`src/hw/rtl/ebc_pkg.sv`:
```
// ebc_pkg: shared types, byte codes and the CRC-8 (poly 0x9B) step function
// for the ebus CRC8 escape codec. No dependencies.
package ebc_pkg;

  typedef enum logic [1:0] {
    REQ_ENC_DATA  = 2'd0,
    REQ_ENC_FIN   = 2'd1,
    REQ_DEC_DATA  = 2'd2,
    REQ_DEC_CHECK = 2'd3
  } req_t;

  localparam logic [7:0] CRC_POLY = 8'h9B;
  localparam logic [7:0] ESC_BYTE = 8'hA9;
  localparam logic [7:0] SYN_BYTE = 8'hAA;
  localparam logic [7:0] ESC_SYN  = 8'h01;  // second byte of A9 01
  localparam logic [7:0] ESC_ESC  = 8'h00;  // second byte of A9 00

  localparam int unsigned QDEPTH = 4;
  localparam int unsigned QPTR_W = $clog2(QDEPTH);
  localparam int unsigned QCNT_W = $clog2(QDEPTH + 1);

  typedef struct packed {
    logic [7:0] data;
    logic       is_check;
    logic       crc_match;
    logic       run_last;
    logic       frame_done;
  } result_t;

  // Shift-in CRC: data bit enters at bit 0, MSB first; the bit leaving
  // bit 7 selects the XOR with the polynomial.
  function automatic logic [7:0] crc_update(input logic [7:0] crc,
                                            input logic [7:0] b);
    logic [7:0] c;
    logic [7:0] fb;
    c = crc;
    for (int i = 7; i >= 0; i--) begin
      fb = c[7] ? CRC_POLY : 8'h00;
      c  = {c[6:0], b[i]} ^ fb;
    end
    return c;
  endfunction

endpackage

```
`src/hw/rtl/ebus_crc8_escape_codec.sv`:
```
// ebus_crc8_escape_codec: byte stuffing encoder/decoder with CRC-8 (0x9B).
// Depends on ebc_pkg (request codes, result type, crc_update).
//
//  channel | ports                                   | direction
//  --------+-----------------------------------------+----------
//  in      | in_valid in_ready in_req_type            | into block
//          | in_data_byte                            |
//  out     | out_valid out_ready out_byte out_is_check | out of block
//          | out_crc_match out_run_last out_frame_done |
//
// An accepted beat is held in the input register, then its zero to
// two result beats are written into a four-entry result queue. The queue
// drains one beat per cycle while out_ready is high. Input ready depends
// only on registered state: the input register advances when the queue
// has room for two beats. rst_n clears the CRC, the escape flag, the input
// register and the queue pointers.
module ebus_crc8_escape_codec
  import ebc_pkg::*;
(
  input  logic       clk,
  input  logic       rst_n,
  input  logic       in_valid,
  output logic       in_ready,
  input  logic [1:0] in_req_type,
  input  logic [7:0] in_data_byte,
  output logic       out_valid,
  input  logic       out_ready,
  output logic [7:0] out_byte,
  output logic       out_is_check,
  output logic       out_crc_match,
  output logic       out_run_last,
  output logic       out_frame_done
);

  // input register
  logic       s1_valid_r;
  req_t       s1_req_r;
  logic [7:0] s1_data_r;
  logic       s1_adv;

  // codec state
  logic [7:0] crc_r, crc_nxt;
  logic       esc_r, esc_nxt;

  // result queue
  result_t             q_mem [QDEPTH];
  logic [QPTR_W-1:0]   wr_ptr_r, rd_ptr_r;
  logic [QCNT_W-1:0]   cnt_r, cnt_nxt;
  logic                pop;

  result_t    res0, res1;
  logic [1:0] n_res;
  logic [7:0] rx_byte;

  assign s1_adv   = s1_valid_r && (cnt_r <= QCNT_W'(QDEPTH - 2));
  assign in_ready = !s1_valid_r || s1_adv;
  assign pop      = out_valid && out_ready;

  always_ff @(posedge clk) begin
    if (!rst_n) begin
      s1_valid_r <= 1'b0;
      s1_req_r   <= REQ_ENC_DATA;
      s1_data_r  <= 8'h00;
    end else begin
      if (in_ready) begin
        s1_valid_r <= in_valid;
      end
      if (in_valid && in_ready) begin
        s1_req_r  <= req_t'(in_req_type);
        s1_data_r <= in_data_byte;
      end
    end
  end

  // a byte after an escape resolves to AA for 01, else A9
  assign rx_byte = esc_r ? ((s1_data_r == ESC_SYN) ? SYN_BYTE : ESC_BYTE) : s1_data_r;

  always_comb begin
    res0    = '0;
    res1    = '0;
    n_res   = 2'd0;
    crc_nxt = crc_r;
    esc_nxt = esc_r;
    unique case (s1_req_r)
      REQ_ENC_DATA: begin
        if (s1_data_r == SYN_BYTE || s1_data_r == ESC_BYTE) begin
          res0.data     = ESC_BYTE;
          res1.data     = (s1_data_r == SYN_BYTE) ? ESC_SYN : ESC_ESC;
          res1.run_last = 1'b1;
          n_res         = 2'd2;
          crc_nxt       = crc_update(crc_update(crc_r, ESC_BYTE), res1.data);
        end else begin
          res0.data     = s1_data_r;
          res0.run_last = 1'b1;
          n_res         = 2'd1;
          crc_nxt       = crc_update(crc_r, s1_data_r);
        end
      end
      REQ_ENC_FIN: begin
        if (crc_r == SYN_BYTE || crc_r == ESC_BYTE) begin
          res0.data       = ESC_BYTE;
          res1.data       = (crc_r == SYN_BYTE) ? ESC_SYN : ESC_ESC;
          res1.run_last   = 1'b1;
          res1.frame_done = 1'b1;
          n_res           = 2'd2;
        end else begin
          res0.data       = crc_r;
          res0.run_last   = 1'b1;
          res0.frame_done = 1'b1;
          n_res           = 2'd1;
        end
        crc_nxt = 8'h00;
      end
      REQ_DEC_DATA: begin
        crc_nxt = crc_update(crc_r, s1_data_r);
        if (s1_data_r == ESC_BYTE) begin
          esc_nxt = 1'b1;
        end else begin
          esc_nxt       = 1'b0;
          res0.data     = rx_byte;
          res0.run_last = 1'b1;
          n_res         = 2'd1;
        end
      end
      REQ_DEC_CHECK: begin
        if (s1_data_r == ESC_BYTE) begin
          esc_nxt = 1'b1;
        end else begin
          esc_nxt         = 1'b0;
          res0.data       = rx_byte;
          res0.is_check   = 1'b1;
          res0.crc_match  = (rx_byte == crc_r);
          res0.run_last   = 1'b1;
          res0.frame_done = 1'b1;
          n_res           = 2'd1;
          crc_nxt         = 8'h00;
        end
      end
      default: ;
    endcase
  end

  always_ff @(posedge clk) begin
    if (!rst_n) begin
      crc_r <= 8'h00;
      esc_r <= 1'b0;
    end else if (s1_adv) begin
      crc_r <= crc_nxt;
      esc_r <= esc_nxt;
    end
  end

  always_comb begin
    cnt_nxt = cnt_r + (s1_adv ? QCNT_W'(n_res) : QCNT_W'(0)) - QCNT_W'(pop);
  end

  always_ff @(posedge clk) begin
    if (s1_adv && n_res != 2'd0) begin
      q_mem[wr_ptr_r] <= res0;
    end
    if (s1_adv && n_res == 2'd2) begin
      q_mem[wr_ptr_r + QPTR_W'(1)] <= res1;
    end
  end

  always_ff @(posedge clk) begin
    if (!rst_n) begin
      wr_ptr_r <= '0;
      rd_ptr_r <= '0;
      cnt_r    <= '0;
    end else begin
      if (s1_adv) begin
        wr_ptr_r <= wr_ptr_r + QPTR_W'(n_res);
      end
      if (pop) begin
        rd_ptr_r <= rd_ptr_r + QPTR_W'(1);
      end
      cnt_r <= cnt_nxt;
    end
  end

  assign out_valid      = (cnt_r != '0);
  assign out_byte       = q_mem[rd_ptr_r].data;
  assign out_is_check   = q_mem[rd_ptr_r].is_check;
  assign out_crc_match  = q_mem[rd_ptr_r].crc_match;
  assign out_run_last   = q_mem[rd_ptr_r].run_last;
  assign out_frame_done = q_mem[rd_ptr_r].frame_done;

`ifndef SYNTHESIS
  a_cnt_bound: assert property (@(posedge clk) disable iff (!rst_n)
    cnt_r <= QCNT_W'(QDEPTH))
    else $error("result queue overflow");

  a_ptr_gap: assert property (@(posedge clk) disable iff (!rst_n)
    cnt_r[QPTR_W-1:0] == QPTR_W'(wr_ptr_r - rd_ptr_r))
    else $error("queue count disagrees with pointers");

  a_fin_clears: assert property (@(posedge clk) disable iff (!rst_n)
    (s1_adv && s1_req_r == REQ_ENC_FIN) |=> crc_r == 8'h00)
    else $error("finish did not clear crc");

  a_enc_keeps_esc: assert property (@(posedge clk) disable iff (!rst_n)
    (s1_adv && (s1_req_r == REQ_ENC_DATA || s1_req_r == REQ_ENC_FIN))
      |=> esc_r == $past(esc_r))
    else $error("encode changed escape flag");
`endif

endmodule
```
`config.mk`:
```
export PLATFORM = sky130hd
export DESIGN_NAME = ebus_crc8_escape_codec
export DESIGN_NICKNAME = d
export VERILOG_FILES = /design/src/hw/rtl/ebc_pkg.sv /design/src/hw/rtl/ebus_crc8_escape_codec.sv
export SDC_FILE = /design/constraint.sdc
export NUM_CORES = 1
export LEC_CHECK = 0
export ABC_CLOCK_PERIOD_IN_PS = 2600
export CORE_ASPECT_RATIO = 1.75
export CORE_MARGIN = 2
export CORE_UTILIZATION = 50
export DETAILED_ROUTE_END_ITERATION = 10
export DONT_BUFFER_PORTS = 1
export PLACE_DENSITY = 0.78
export SYNTH_ARGS = -nofsm -noshare
export SYNTH_HDL_FRONTEND = slang
export SYNTH_SLANG_ARGS = --single-unit
```
`constraint.sdc`:
```
create_clock -name clk -period 2.6 [get_ports clk]
set_input_delay 0.52 -clock clk [delete_from_list [all_inputs] [get_ports clk]]
set_output_delay 0.52 -clock clk [all_outputs]
set_load 0.01 [all_outputs]
```
==> impl_results.md <==
- Final Max Tran Viols: 0
- Most frequent cells in the layout: dfxtp_1, buf_4, nor2_1
- Worst R2R Path Depth: 13
- Crit path DAT: 2780 ps
- Final period util: 0.975
- Synth area leaders: dfxtp_1, edfxtp_1, mux4_2
- Total clock sinks: 77
- Hold WS: 293 ps
- Leakage power: 1.92 nW
- CTS tree: done
- Netlist cell types: 72
- Relative slew slack: 0.235
- Placed cells: 591
- Syn nets: 480
- Primary FF master, synth: dfxtp_1
- Global-route wire length before repair: 18,200 um
- Nets: 506
- Core area: 8610 um^2
- Routed WL per cell: 18.8 um
- Area after DPL: 4760 um^2
- Mean Syn Cell Area: 9.59 um^2
- Pwr dens: 905 nW/um^2
- Post-route DRC: 0
- Share of layout cells above drive strength 1: 0.240
- Worst Tran Pin Value: 1140 ps
- Post-Route WL: 11,400 um
- #FFs+latches synth: 77
- Routed vias: 3,661
- Worst hold path class: primary input to flop
- Skew-Pair Late Insertion Delay: 350 ps
- Iteration-0 DRC Markers: 207
- Cell taking the most area after synthesis: dfxtp_1
- DP HPWL: 8530 um
- Worst Hold End: cnt_r[2]
- H-tree lvl count: 3
- Mapped Cells: 460
- Root buffer selected by CTS: clkbuf_16
- Largest net degree at the start of global routing: 31
- CP Class: flop to flop
- Post-synthesis sequential area ratio: 0.377
- Worst Path Max Fanout: 5
- First drt pass iteration count: 5
- Number of global-route vias before repair: 3,806
- Setup crit start kind: flop
- FF-to-FF setup slack: 70 ps
- CTS clk-pin slew, worst paths: 60 ps
- ANT nets after route: 0
- Non-filler cells, final: 608
- Hold Startpoint: rst_n
- Post-Synth Adder-Cell Area: 0.0187
- Aggregate global routing overflow: 0
- Commonest non-fill, non-tap cell in the layout: dfxtp_1
- Synth Area in Compound Gates: 0.218
- RR Startpoint: s1_data_r[2]
- Critical path origin: s1_data_r[2]
- Count of final setup violators: 0
- Die H: 128 um
- Clk buf depth: 2
- IO Pins: 28
- Reg-to-Reg End: cnt_r[2]
- Fin Setup TNS: 0 ps
- Row count: 45
- Fin area: 5180 um^2
- Worst Clk Skew: 7.53 ps
- Initial Util: 0.512
- Largest family of logic cells by synthesized area: compound AO/OA/AOI/OAI gates
- Initial antenna violation count: 0
- Post-Synth XOR/XNOR Area: 0.0751
- Ys async rst share: 0
- Yosys warns: 0
- Maximum clock frequency: 0.395 GHz
- Hold path depth: 1
- N_diodes: 0
- Chip width: 75.0 um
- GRT Util Overall: 0.252
- Cts bufs inserted: 9
- Post-Synth Simple-Gate Area: 0.175
- Fin crit period: 2530 ps
- CP required: 2850 ps
- MaxCap Viol Count: 0
- Crit path capture type: flop
- Run status: finished, final reports clean
- Number of buffers added on ports: 0
- Die Area: 9620 um^2
- Top-area cell type share of the netlist area: 0.295
- Post-synthesis mux area share: 0.0819
- Netlist Area Pre-Place: 4410 um^2
- Final core utilization: 0.602
- Number of enable flip-flop cells after synthesis: 12
- Final hold viol count: 0
- Placer Congestion: 0.954
- Area Overhead vs Synth: 17.5%
- Mean number of vias per cell: 6.02
- Max VDD drop: 435 uV
worst max path at each step:
| stage | slack (ps) | end | cells past startpoint |
|---|---|---|---|
| finish | 70 | cnt_r[2] | 13 |
| global route | -8 | cnt_r[2] | 13 |
| floorplan | -40 | cnt_r[2] | 14 |
| global placement | 110 | cnt_r[2] | 13 |
| CTS | 0.6 | cnt_r[2] | 13 |
| detailed placement | 40 | cnt_r[2] | 13 |
cell type report:
cell class                 count  area [um^2]
clock buffer                   9          225
clock inverter                 7          121
fill                         732         3430
inverter                      18         67.6
multi-input combinational    330         2580
sequential                    77         1670
tap                          117          146
timing repair buffer          50          375
sequential cells by signal (all words and copies together) (netlist names), named ones only:
register and count:
wr_ptr_r 2, cnt_r 3, s1_data_r 8, esc_r 1, q_mem 48, s1_req_r 2
crc_r 8, s1_valid_r 1, rd_ptr_r 2
power breakdown:
part / switching (mW) / leakage, nW / internal (mW)
logic: 0.827 / 1.10 / 0.780
registers: 0.160 / 0.644 / 1.46
clock network: 0.523 / 0.170 / 0.944
per-stage QoR:
step	power, mW	setup slack [ps]
after global placement	3.12	107
after floorplan	2.83	-36.2
after global routing	4.92	-7.51
after detailed placement	3.18	41.8
final	4.69	66.1
after CTS	4.64	0.608
logic make-up (layout without fill, tap and decap cells):
kind of cell / count (synthesis) / after routing
adder cells (fa/ha/maj): 6 / 6
flip-flops: 77 / 77
multiplexers: 21 / 21
buffers and inverters: 53 / 84
AND/OR/NAND/NOR: 141 / 141
XOR/XNOR: 37 / 37
AO/OA/AOI/OAI: 125 / 125
Yosys cell counts (all sizes together) (3+ instances only):
| cell | number |
|---|---|
| a22o | 8 |
| nand2 | 32 |
| or2 | 4 |
| ha | 5 |
| o22ai | 5 |
| xnor2 | 24 |
| and2 | 8 |
| clkbuf | 12 |
| nand4b | 4 |
| nor2 | 42 |
| nor2b | 5 |
| mux4 | 12 |
| a211oi | 17 |
| inv | 18 |
| buf | 23 |
| or3 | 3 |
| nand2b | 6 |
| a21boi | 16 |
| nand4 | 8 |
| dfxtp | 65 |
| o2bb2ai | 5 |
| o21a | 4 |
| a22oi | 5 |
| o32ai | 4 |
| nand3 | 14 |
| a21oi | 17 |
| a31oi | 4 |
| mux2i | 8 |
| edfxtp | 12 |
| xor2 | 13 |
| o21ai | 14 |
| nor4 | 4 |
routing by layer:
metal / share of wire / GRT usage
met4: 0.042 / 0.166
met2: 0.56 / 0.437
met5: 0 / 0
met1: 0.37 / 0.253
met3: 0.037 / 0.0660
worst max-delay path, stage by stage, from the launching register on:
cell     delay (ps)
dfxtp_2         320
or2_4           290
o31ai_4         240
and3_4          240
inv_2            50
nand2_2          90
ha_4            200
inv_2            60
ha_4            110
inv_2            30
fa_2            360
xor2_2          150
xnor2_1         130
and2_1          150
timing repair:
item	4_1_cts	5_1_grt
resized for setup	0	18
hold buffers	0	0
endpoints found under the setup margin	0	1
buffers inserted	0	1
Power figures use the tool's default switching activity.
